### config.mk
export PLATFORM = sky130hd
export DESIGN_NAME = planar_chain_forward_kinematics
export DESIGN_NICKNAME = d
export VERILOG_FILES = /design/src/design/pcfk_pkg.sv /design/src/design/planar_chain_forward_kinematics.sv
export SDC_FILE = /design/constraint.sdc
export NUM_CORES = 2
export LEC_CHECK = 0
export BUFFER_PORTS_ARGS = -buffer_cell sky130_fd_sc_hd__buf_2
export CORE_MARGIN = 2
export CORE_UTILIZATION = 60
export CTS_CLUSTER_DIAMETER = 80
export DETAILED_ROUTE_END_ITERATION = 8
export GPL_TIMING_DRIVEN = 0
export PLACE_DENSITY = 0.77
export SYNTH_ARGS = -nofsm -noshare
export SYNTH_HDL_FRONTEND = slang
export SYNTH_SLANG_ARGS = --single-unit
### constraint.sdc
create_clock -name aclk -period 7.9 [get_ports aclk]
set_input_delay 0.395 -clock aclk [delete_from_list [all_inputs] [get_ports aclk]]
set_output_delay 0.395 -clock aclk [all_outputs]
set_load 0.005 [all_outputs]
### src/design/pcfk_pkg.sv
`timescale 1ns / 1ps
`default_nettype none
// ----------------------------------------------------------------------------
// pcfk_pkg
// Types and constants for the planar chain forward kinematics block.
// ----------------------------------------------------------------------------
package pcfk_pkg;

    localparam int ANGLE_W    = 16;
    localparam int LEN_W      = 16;
    localparam int POS_W      = 24;
    localparam int JNUM_W     = 3;
    localparam int CFG_IDX_W  = 3;
    localparam int CFG_DATA_W = 16;
    localparam int Z_W        = 34;
    localparam int XY_W       = 35;
    localparam int ATAN_N     = 24;
    localparam int ATAN_IW    = 5;

    localparam logic [CFG_IDX_W-1:0] REG_JOINT_COUNT = 3'd0;
    localparam logic [CFG_IDX_W-1:0] REG_LINK_FIRST  = 3'd1;
    localparam logic [CFG_IDX_W-1:0] REG_LINK_LAST   = 3'd6;

    localparam logic [JNUM_W-1:0] JOINT_COUNT_RESET = 3'd3;
    localparam logic [LEN_W-1:0]  LINK_LEN_RESET    = 16'd256;

    localparam logic [31:0] KINV_Q32 = 32'h9B74EDA8;

    localparam logic signed [Z_W-1:0] QUARTER_TURN = 34'sd1073741824;
    localparam logic signed [Z_W-1:0] HALF_TURN    = 34'sd2147483648;
    localparam logic signed [XY_W-1:0] ROUND_HALF  = 35'sd32768;

    localparam logic [31:0] ATAN_TABLE [ATAN_N] = '{
        32'h20000000, 32'h12E4051D, 32'h09FB385B, 32'h051111D4, 32'h028B0D43,
        32'h0145D7E1, 32'h00A2F61E, 32'h00517C55, 32'h0028BE53, 32'h00145F2F,
        32'h000A2F98, 32'h000517CC, 32'h00028BE6, 32'h000145F3, 32'h0000A2F9,
        32'h0000517C, 32'h000028BE, 32'h0000145F, 32'h00000A2F, 32'h00000517,
        32'h0000028B, 32'h00000145, 32'h000000A2, 32'h00000051
    };

endpackage : pcfk_pkg
`default_nettype wire

### src/design/planar_chain_forward_kinematics.sv
`timescale 1ns / 1ps
`default_nettype none
// ----------------------------------------------------------------------------
// planar_chain_forward_kinematics
// Forward kinematics of a planar revolute serial chain. Each input item is one
// joint angle. For each joint the link length is rotated by the heading held
// before the joint and added to the running frame position, then the angle is
// added to the heading. Each item yields one result item with the new frame
// position, heading, link number and a chain end mark. After the last joint of
// a chain the running state returns to the origin.
//
// The s_ channel takes joint angles and the m_ channel returns frames, both
// with valid and ready. The link lengths sit in a small synchronous memory
// written through the configuration port (cfg_index 0 is the joint count,
// 1 to 6 the link lengths); writes are to be made only while the block is
// idle, and the block itself does not enforce this. An item passes through
// these steps in order: the link memory is read as the item is accepted,
// then the gain multiply, the rotation set-up, CORDIC_STEPS iterations of a
// single shared CORDIC stage, and the final add. Because the CORDIC stage is
// shared, no new item is taken until the previous one is through; the next
// item is taken in the same cycle the previous result is loaded into the
// output register. When the receiver stalls, the result waits in the output
// register and the next item stops at its final add until the register is
// free. Reset returns the chain to the origin at the first joint, the joint
// count to 3 and all link lengths to 1.0.
// ----------------------------------------------------------------------------
module planar_chain_forward_kinematics
    import pcfk_pkg::*;
#(
    parameter int MAX_JOINTS   = 6,
    parameter int CORDIC_STEPS = 16
) (
    input  wire                         aclk,
    input  wire                         aresetn,

    input  wire                         cfg_wr_en,
    input  wire  [CFG_IDX_W-1:0]        cfg_index,
    input  wire  [CFG_DATA_W-1:0]       cfg_wr_data,

    input  wire                         s_valid,
    output logic                        s_ready,
    input  wire  signed [ANGLE_W-1:0]   s_joint_angle,

    output logic                        m_valid,
    input  wire                         m_ready,
    output logic signed [POS_W-1:0]     m_frame_x,
    output logic signed [POS_W-1:0]     m_frame_y,
    output logic signed [ANGLE_W-1:0]   m_frame_heading,
    output logic [JNUM_W-1:0]           m_link_number,
    output logic                        m_chain_end
);

    localparam int AW = (MAX_JOINTS > 1) ? $clog2(MAX_JOINTS) : 1;
    localparam int SW = $clog2(CORDIC_STEPS);
    localparam logic [SW-1:0]     LAST_STEP  = SW'(CORDIC_STEPS - 1);
    localparam logic [JNUM_W-1:0] MAX_COUNT  = JNUM_W'(MAX_JOINTS);

    typedef enum logic [2:0] {
        ST_IDLE,
        ST_MUL,
        ST_INIT,
        ST_ITER,
        ST_DONE
    } state_t;

    state_t                     state_reg;

    logic [JNUM_W-1:0]          joint_count_reg;
    logic [LEN_W-1:0]           link_mem [MAX_JOINTS];
    logic [MAX_JOINTS-1:0]      link_valid_reg;
    logic [LEN_W-1:0]           rd_data_reg;
    logic                       rd_valid_reg;

    logic [JNUM_W-1:0]          pos_reg;
    logic [ANGLE_W-1:0]         heading_reg;
    logic signed [POS_W-1:0]    run_x_reg;
    logic signed [POS_W-1:0]    run_y_reg;

    logic [ANGLE_W-1:0]         hdg_in_reg;
    logic [ANGLE_W-1:0]         hdg_out_reg;
    logic [JNUM_W-1:0]          link_num_reg;
    logic                       last_reg;

    logic [31:0]                prod_reg;
    logic signed [XY_W-1:0]     x_reg;
    logic signed [XY_W-1:0]     y_reg;
    logic signed [Z_W-1:0]      z_reg;
    logic [SW-1:0]              step_reg;

    logic                       m_valid_reg;
    logic signed [POS_W-1:0]    m_frame_x_reg;
    logic signed [POS_W-1:0]    m_frame_y_reg;
    logic [ANGLE_W-1:0]         m_heading_reg;
    logic [JNUM_W-1:0]          m_link_number_reg;
    logic                       m_chain_end_reg;

    logic                       out_free;
    logic                       accept;
    logic                       finish;
    logic [JNUM_W-1:0]          count_eff;
    logic [JNUM_W-1:0]          pos_plus;
    logic                       last_next;
    logic [CFG_IDX_W-1:0]       wr_slot;
    logic                       mem_we;
    logic [LEN_W-1:0]           len_eff;
    logic [47:0]                prod_full;
    logic signed [Z_W-1:0]      z_start;
    logic signed [XY_W-1:0]     x_start;
    logic signed [XY_W-1:0]     x_shift;
    logic signed [XY_W-1:0]     y_shift;
    logic signed [Z_W-1:0]      atan_step;
    logic signed [XY_W-1:0]     x_round;
    logic signed [XY_W-1:0]     y_round;
    logic signed [POS_W-1:0]    x_sum;
    logic signed [POS_W-1:0]    y_sum;

    // Handshake and chain bookkeeping.
    assign out_free = !m_valid_reg || m_ready;
    assign finish   = (state_reg == ST_DONE) && out_free;
    assign s_ready  = (state_reg == ST_IDLE) || finish;
    assign accept   = s_valid && s_ready;

    always_comb begin
        priority if (joint_count_reg == '0) begin
            count_eff = JNUM_W'(1);
        end else if (joint_count_reg > MAX_COUNT) begin
            count_eff = MAX_COUNT;
        end else begin
            count_eff = joint_count_reg;
        end
    end

    assign pos_plus  = pos_reg + JNUM_W'(1);
    assign last_next = pos_plus >= count_eff;

    // Link length memory, written from the configuration port.
    assign wr_slot = cfg_index - REG_LINK_FIRST;
    assign mem_we  = cfg_wr_en && (cfg_index >= REG_LINK_FIRST)
                     && (cfg_index <= REG_LINK_LAST)
                     && (32'(wr_slot) < MAX_JOINTS);

    always_ff @(posedge aclk) begin
        if (mem_we) begin
            link_mem[wr_slot[AW-1:0]] <= cfg_wr_data[LEN_W-1:0];
        end
        if (accept) begin
            rd_data_reg <= link_mem[pos_reg[AW-1:0]];
        end
    end

    always_ff @(posedge aclk) begin
        if (!aresetn) begin
            link_valid_reg  <= '0;
            joint_count_reg <= JOINT_COUNT_RESET;
            rd_valid_reg    <= 1'b0;
        end else begin
            if (mem_we) begin
                link_valid_reg[wr_slot[AW-1:0]] <= 1'b1;
            end
            if (cfg_wr_en && (cfg_index == REG_JOINT_COUNT)) begin
                joint_count_reg <= cfg_wr_data[JNUM_W-1:0];
            end
            if (accept) begin
                rd_valid_reg <= link_valid_reg[pos_reg[AW-1:0]];
            end
        end
    end

    assign len_eff   = rd_valid_reg ? rd_data_reg : LINK_LEN_RESET;
    assign prod_full = 48'(len_eff) * 48'(KINV_Q32);

    // Quadrant fold of the start angle.
    always_comb begin
        z_start = Z_W'($signed(hdg_in_reg)) <<< 16;
        x_start = $signed({{(XY_W-32){1'b0}}, prod_reg});
        priority if (z_start > QUARTER_TURN) begin
            z_start = z_start - HALF_TURN;
            x_start = -x_start;
        end else if (z_start < -QUARTER_TURN) begin
            z_start = z_start + HALF_TURN;
            x_start = -x_start;
        end else begin
            x_start = x_start;
        end
    end

    assign x_shift   = x_reg >>> step_reg;
    assign y_shift   = y_reg >>> step_reg;
    assign atan_step = $signed(Z_W'(ATAN_TABLE[ATAN_IW'(step_reg)]));

    assign x_round = (x_reg + ROUND_HALF) >>> 16;
    assign y_round = (y_reg + ROUND_HALF) >>> 16;
    assign x_sum   = run_x_reg + x_round[POS_W-1:0];
    assign y_sum   = run_y_reg + y_round[POS_W-1:0];

    // Sequencer, running chain state and output register.
    always_ff @(posedge aclk) begin
        if (!aresetn) begin
            state_reg   <= ST_IDLE;
            pos_reg     <= '0;
            heading_reg <= '0;
            run_x_reg   <= '0;
            run_y_reg   <= '0;
            m_valid_reg <= 1'b0;
            step_reg    <= '0;
        end else begin
            if (finish) begin
                m_valid_reg <= 1'b1;
            end else if (m_valid_reg && m_ready) begin
                m_valid_reg <= 1'b0;
            end

            if (accept) begin
                hdg_in_reg   <= heading_reg;
                hdg_out_reg  <= heading_reg + s_joint_angle;
                link_num_reg <= pos_plus;
                last_reg     <= last_next;
                heading_reg  <= last_next ? '0 : heading_reg + s_joint_angle;
                pos_reg      <= last_next ? '0 : pos_plus;
            end

            unique case (state_reg)
                ST_IDLE: begin
                    if (accept) begin
                        state_reg <= ST_MUL;
                    end
                end
                ST_MUL: begin
                    prod_reg  <= prod_full[47:16];
                    state_reg <= ST_INIT;
                end
                ST_INIT: begin
                    x_reg     <= x_start;
                    y_reg     <= '0;
                    z_reg     <= z_start;
                    step_reg  <= '0;
                    state_reg <= ST_ITER;
                end
                ST_ITER: begin
                    if (!z_reg[Z_W-1]) begin
                        x_reg <= x_reg - y_shift;
                        y_reg <= y_reg + x_shift;
                        z_reg <= z_reg - atan_step;
                    end else begin
                        x_reg <= x_reg + y_shift;
                        y_reg <= y_reg - x_shift;
                        z_reg <= z_reg + atan_step;
                    end
                    step_reg <= step_reg + SW'(1);
                    if (step_reg == LAST_STEP) begin
                        state_reg <= ST_DONE;
                    end
                end
                ST_DONE: begin
                    if (finish) begin
                        m_frame_x_reg     <= x_sum;
                        m_frame_y_reg     <= y_sum;
                        m_heading_reg     <= hdg_out_reg;
                        m_link_number_reg <= link_num_reg;
                        m_chain_end_reg   <= last_reg;
                        run_x_reg         <= last_reg ? '0 : x_sum;
                        run_y_reg         <= last_reg ? '0 : y_sum;
                        state_reg         <= accept ? ST_MUL : ST_IDLE;
                    end
                end
                default: begin
                    state_reg <= ST_IDLE;
                end
            endcase
        end
    end

    assign m_valid         = m_valid_reg;
    assign m_frame_x       = m_frame_x_reg;
    assign m_frame_y       = m_frame_y_reg;
    assign m_frame_heading = $signed(m_heading_reg);
    assign m_link_number   = m_link_number_reg;
    assign m_chain_end     = m_chain_end_reg;

    // A stalled result holds the finished item back in its final stage.
    assert property (@(posedge aclk) disable iff (!aresetn)
        (state_reg == ST_DONE && m_valid_reg && !m_ready) |=> (state_reg == ST_DONE))
        else $error("finished item left the final stage while the output was stalled");

    // The end of a chain returns the running state to the origin.
    assert property (@(posedge aclk) disable iff (!aresetn)
        (accept && last_next) |=> (pos_reg == '0 && heading_reg == '0))
        else $error("chain state not cleared after the last joint");

    // The joint position never leaves the link memory.
    assert property (@(posedge aclk) disable iff (!aresetn)
        32'(pos_reg) < MAX_JOINTS)
        else $error("joint position beyond the last link");

    // Result link numbers stay within the chain.
    assert property (@(posedge aclk) disable iff (!aresetn)
        m_valid_reg |-> (m_link_number_reg != '0 && 32'(m_link_number_reg) <= MAX_JOINTS))
        else $error("result link number out of range");

endmodule : planar_chain_forward_kinematics
`default_nettype wire

Word level (Yosys, flattened, before mapping)

Memories as Yosys holds them, arrays and structs flattened. A register that Yosys moved wholly into a read port is not among the register bits.
Cells that the tools add are included.

Register bits: 325
RAM bits: 96
Bits in read-only memories: 1024
Logic and storage cells: 121
Memories: 2

Add/subtract/negate cells: 17
$mul: 1
$lt $le $gt $ge: 11
Equality and inequality tests: 8
Shift operators: 2
Mux-type cells: 33
Bitwise operators: 2
Reductions and logical operators: 22

Memories:

| memory           | words | width | rd ports | clocked after memory_dff | wr ports | line                                   | text |
|---|---|---|---|---|---|---|---|
| (name not given) | 32    | 32    | 1        | 0                        | 0        | planar_chain_forward_kinematics.sv:189 | `assign atan_step = $signed(Z_W'(ATAN_TABLE[ATAN_IW'(step_reg)]));` |
| link_mem         | 6     | 16    | 1        | 1                        | 1        | planar_chain_forward_kinematics.sv:69  | `logic [LEN_W-1:0] link_mem [MAX_JOINTS];` |

Operators with widths:

| operator                 | number |
|---|---|
| $mux W35                 | 4 |
| $pmux W35 S2             | 2 |
| $mux W34                 | 3 |
| $add A35 B17 Y35 const B | 2 |
| $add A35 B35 Y35         | 2 |
| $sshr A35 B4 Y35         | 2 |
| $sub A35 B35 Y35         | 2 |
| $pmux W34 S2             | 1 |
| $mux W32                 | 2 |
| $add A24 B24 Y24         | 2 |
| $mux W24                 | 2 |
| $mul A16 B29 Y45 const B | 1 |
| $neg A32 Y35             | 1 |
| $add A32 B33 Y34 const B | 1 |
| $add A34 B33 Y34         | 1 |
| $sub A32 B33 Y34 const B | 1 |
| $sub A34 B33 Y34         | 1 |
| $gt A32 B32 Y1 const B   | 1 |
| $lt A32 B31 Y1 const B   | 1 |
| $mux W16                 | 2 |
| $mux W3                  | 6 |
| $add A16 B16 Y16         | 1 |
| $pmux W3 S5              | 1 |
| $logic_not A3 Y1         | 3 |
| other kinds (27)         | 51 |

Logic depth before layout (Yosys ltp)

Word-level depth: 8
Mapped depth: 29
Mapped depth without buffers: 27

Worst setup path after synthesis

Ideal clock, no wire load.

Path type: register -> register
From: register rd_valid_reg
To: register prod_reg[31] (data pin)
Library setup time: 260 ps
Arrival time: 6843 ps
Required time: 7640 ps
Setup slack: 797 ps
Stages on the path, launching flop included: 27
Period minus slack after synthesis: 7103 ps
Path through: dfxtp_1 > clkbuf_1 > clkbuf_1 > clkbuf_1 > and2_1 > fa_1 > fa_1 > inv_1 > fa_1 > inv_1 > fa_1 > inv_1 > fa_1 > fa_1 > inv_1 > ha_1 > nand4_1 > a21oi_1 > a221oi_1 > nor4_1 > o21ai_1 > a31oi_1 > o31a_1 > o41ai_1 > o21ai_0 > a21oi_1 > xnor2_1

Longest elaborated chain between the ends: 2

Ends and longest elaborated chain:

| what                   | line                                   | text |
|---|---|---|
| start, declared        | planar_chain_forward_kinematics.sv:72  | `logic rd_valid_reg;` |
| start signal, assigned | planar_chain_forward_kinematics.sv:164 | `rd_valid_reg <= link_valid_reg[pos_reg[AW-1:0]];` |
| $mux W16               | planar_chain_forward_kinematics.sv:169 | `assign len_eff = rd_valid_reg ? rd_data_reg : LINK_LEN_RESET;` |
| $mul A16 B29 Y45       | planar_chain_forward_kinematics.sv:170 | `assign prod_full = 48'(len_eff) * 48'(KINV_Q32);` |
| via prod_full[47]      | planar_chain_forward_kinematics.sv:106 | `logic [47:0] prod_full;` |
| end signal, assigned   | planar_chain_forward_kinematics.sv:229 | `prod_reg <= prod_full[47:16];` |
| end, declared          | planar_chain_forward_kinematics.sv:84  | `logic [31:0] prod_reg;` |

The timed path passes the listed nets, and every way through them passes these cells.
A chain may end at the register's enable or synchronous reset.

Worst setup path in the final report

From: register step_reg[3]
To: register x_reg[34] (data pin)

Longest elaborated chain between the ends: 4
Elaborated cells on any way between the ends: 5
Classes of those cells: 2 x add/sub; 1 x shift; 2 x mux

Ends and longest elaborated chain:

| what                                                        | line                                                                           | text |
|---|---|---|
| start, declared                                             | planar_chain_forward_kinematics.sv:88                                          | `logic [SW-1:0] step_reg;` |
| start signal, assigned                                      | planar_chain_forward_kinematics.sv:249                                         | `step_reg <= step_reg + SW'(1);` |
| $sshr A35 B4 Y35 *                                          | planar_chain_forward_kinematics.sv:188                                         | `assign y_shift = y_reg >>> step_reg;` |
| $sub A35 B35 Y35 / $add A35 B35 Y35 (equally long branches) | planar_chain_forward_kinematics.sv:241, planar_chain_forward_kinematics.sv:245 |  |
| $mux W35 *                                                  | planar_chain_forward_kinematics.sv:240                                         | `if (!z_reg[Z_W-1]) begin` |
| $pmux W35 S2 *                                              | planar_chain_forward_kinematics.sv:222                                         | `unique case (state_reg)` |
| end signal, assigned                                        | planar_chain_forward_kinematics.sv:233                                         | `x_reg <= x_start;` |
| end signal, assigned                                        | planar_chain_forward_kinematics.sv:241                                         | `x_reg <= x_reg - y_shift;` |
| end signal, assigned                                        | planar_chain_forward_kinematics.sv:245                                         | `x_reg <= x_reg + y_shift;` |
| end, declared                                               | planar_chain_forward_kinematics.sv:85                                          | `logic signed [XY_W-1:0] x_reg;` |

Every way passes the cells marked *; elsewhere a longest branch is shown, timed or not.

==> metrics.yaml <==
coreArea_um2: 62700
wl_per_cell_um: 23.1
clock-sinks: 437
vdd_ir_drop_max_mv: 0.229
r2r_setup_slack_ns: 0.25
syn_area_um2: 37900
pwr-share-comb_pct: 40.0
setup_viol: 0
crit_type: "reg2reg"
hold_path.class: "in2reg"
finalHoldViolations: 0
area_delta_synth_final_pct: 9.78
final_cell_mix: "edfxtp_1 (352), inv_1 (351), ha_1 (336)"
slew_viol_final: 0
path_common_cell: "clkbuf_1"
clk_pin_slew_ns: 0.06
synth_flop_cell: "edfxtp_1"
crit_path_end_kind: "register"
yosysTopAreaCell: "edfxtp_1"
crit_chain: "clkbuf_1 > inv_1 > clkbuf_1 > clkbuf_1 > clkbuf_1 > clkbuf_1 > clkbuf_1 > o21ai_0 > xnor2_1 > ha_1 > o21ai_0 > a21oi_1 > o22ai_1 > o21ai_0 > a31o_2 > nor2_1 > o21ai_0 > nand3_1 > a31oi_1 > xnor2_1 > o21ai_1"
synthCells: 3804
worstPathRequired_ns: 8.24
grt_first_pass_wirelength_mm: 173
largest_reg_flops: 96
clock_latency_ns: 0.63
max_freq_mhz: 131
drive_gt1_share_pct: 10.6
yosys.cell_types.count: 99
path_max_fanout: 10
die_h_um: 255
cts_setup_buffers: 0
sw_frac_of_total_pct: 36.5
start_util_pct: 60.4
power_density_nw_per_um2: 209
synth_nets: 4349
ant_nets: 0
rsz0062_at_grt: "false"
design_area_um2: 41600
fin_crit_sh_pct: 96.8
p_leak_nw: 17.7
overflow: 0
die_w_um: 255
startpoint_type: "register"
placed_area_um2: 39800
path_buf_inv: 7
slowest_stage: "clkbuf_1"
ys_ff_latch: 437
mostFrequentLayoutCell: "edfxtp_1"
cts_buffer_depth: 3
power_switching_w: 0.00318
setup_tns_ns: 0
vias_per_cell: 6.21
cp_top_family: "buffers and inverters"
status: "finished clean"
ys_top_cells_by_area: "edfxtp_1 (28%), ha_1 (11%), fa_1 (8.9%)"
initialDrtViolationCount: 3023
drv_cap: 0
p_clk_share_pct: 27.2
cts_max_level: 2
crit_path_max_incr_delay_ns: 0.66
via_count: 30271
tightest_slew_ns: 1.35
antenna_found_initial: 1
min_period_ns: 7.65
dp_hpwl_mm: 86.9
maxSlewHeadroom_pct: 10.1
die-area_um2: 65200
cp.arrival_ns: 7.99
layout.nets: 4533
postRouteWirelength_mm: 113
synth_edf_count: 352
cts-buffers-inserted: 49
tritoncts: "done"
clockRootBuffer: "clkbuf_16"
grt_max_degree: 35
yosysWarnings: 0
grt_usage_pct: 34.3
num_rows: 92
synth_area_per_cell_um2: 9.96
ys_seq_area_share_pct: 32.4
total_power_w: 0.00871
async_reset_ff_share_pct: 0
grt_pass1_vias: 30083
drc: 0
p_int_w: 0.00553
numPortBuffers: 109
p_seq_share_pct: 32.7
first_pass_iters: 6
gp_congestion: 1.03
yosysTopAreaCellShare_pct: 27.9
ios: 110
skew_ns: 0.0228
==> metrics by stage <==
step                      setup WS, ns  hold slack (ns)  utilization [%]  instances
final                            0.254           0.0276             66.3       4877
after global routing            0.0392          0.00384             66.3       4875
after CTS                        0.163          0.00176             66.3       4875
after detailed placement        -0.797            0.405             63.4       4777
after global placement          -0.714            0.401             63.0       4759
after floorplan                  0.797            0.400                -       3804
==> final timing paths <==
kind         depth (start not counted)                            end                 startpoint
max                                 21            x_reg[34]$_DFFE_PP_   step_reg[3]$_SDFFE_PN0N_
min                                  1       link_mem[5][6]$_DFFE_PP_             cfg_wr_data[6]
max reg2reg                         21            x_reg[34]$_DFFE_PP_   step_reg[3]$_SDFFE_PN0N_
min reg2reg                          0  m_frame_heading[10]$_DFFE_PP_  hdg_out_reg[10]$_DFFE_PP_
==> layout make-up <==
| class | instances | area [µm²] |
|---|---|---|
| antenna | 2 | 5.00 |
| inverter | 356 | 1340 |
| clock buffer | 55 | 1280 |
| buffer | 142 | 639 |
| timing repair buffer | 134 | 863 |
| tap | 846 | 1060 |
| sequential | 437 | 12300 |
| multi-input combinational | 2868 | 23800 |
| clock inverter | 37 | 400 |
| fill | 4985 | 21100 |
==> power groups by stage <==
stage               registers [W]  logic [W]  clock network [W]
floorplan                 0.00285    0.00263                  0
global placement          0.00290    0.00331                  0
detailed placement        0.00289    0.00340                  0
CTS                       0.00285    0.00345            0.00240
global route              0.00286    0.00391            0.00249
finish                    0.00285    0.00349            0.00237
==> metal layers <==
layer | vias to the layer above | global-route usage (%) | wire length (µm)
met3 | 357 | 6.21 | 8730
met4 | 2 | 17.2 | 6270
met1 | 14630 | 42.8 | 44100
li1 | 14008 | - | -
met2 | 1274 | 57.5 | 53700
met5 | - | 0 | 13
==> kinds of logic (layout without fill, tap and decap cells) <==
kind of cell / after synthesis / count (layout) / share of synthesized area, %
xor+xnor: 345 / 345 / 7.97
mux: 193 / 193 / 7.74
flops: 437 / 437 / 32.4
buf+inv: 499 / 724 / 5.19
fa+ha+maj: 506 / 506 / 20.0
compound gates: 867 / 867 / 14.6
other cells: 0 / 2 / 0
simple gates: 957 / 957 / 12.0
==> repair_timing <==
item,4_1_cts,5_1_grt
endpoints found under the hold margin,32,0
hold buffers,7,0
setup endpoints to repair,20,17
gates resized for setup,5,16
==> synthesized netlist by cell type, types with 21 or more instances <==
cell	instances
clkbuf_1	96
ha_1	336
fa_1	169
nor2_1	310
mux4_2	75
a21o_1	89
mux2i_1	73
inv_1	352
nand2b_1	39
o31ai_1	29
a31oi_1	41
o21a_1	27
a21oi_1	296
o21bai_1	31
nor3_1	40
nor2b_1	41
o21ai_0	144
and3_1	36
dfxtp_1	85
nand3_1	88
nand2_1	254
edfxtp_1	352
nand4_1	21
xnor2_1	211
xor2_1	134
and2_1	30
a211oi_1	25
a22oi_1	41
mux2_2	33
buf_2	26
Power figures use the tool's default switching activity.
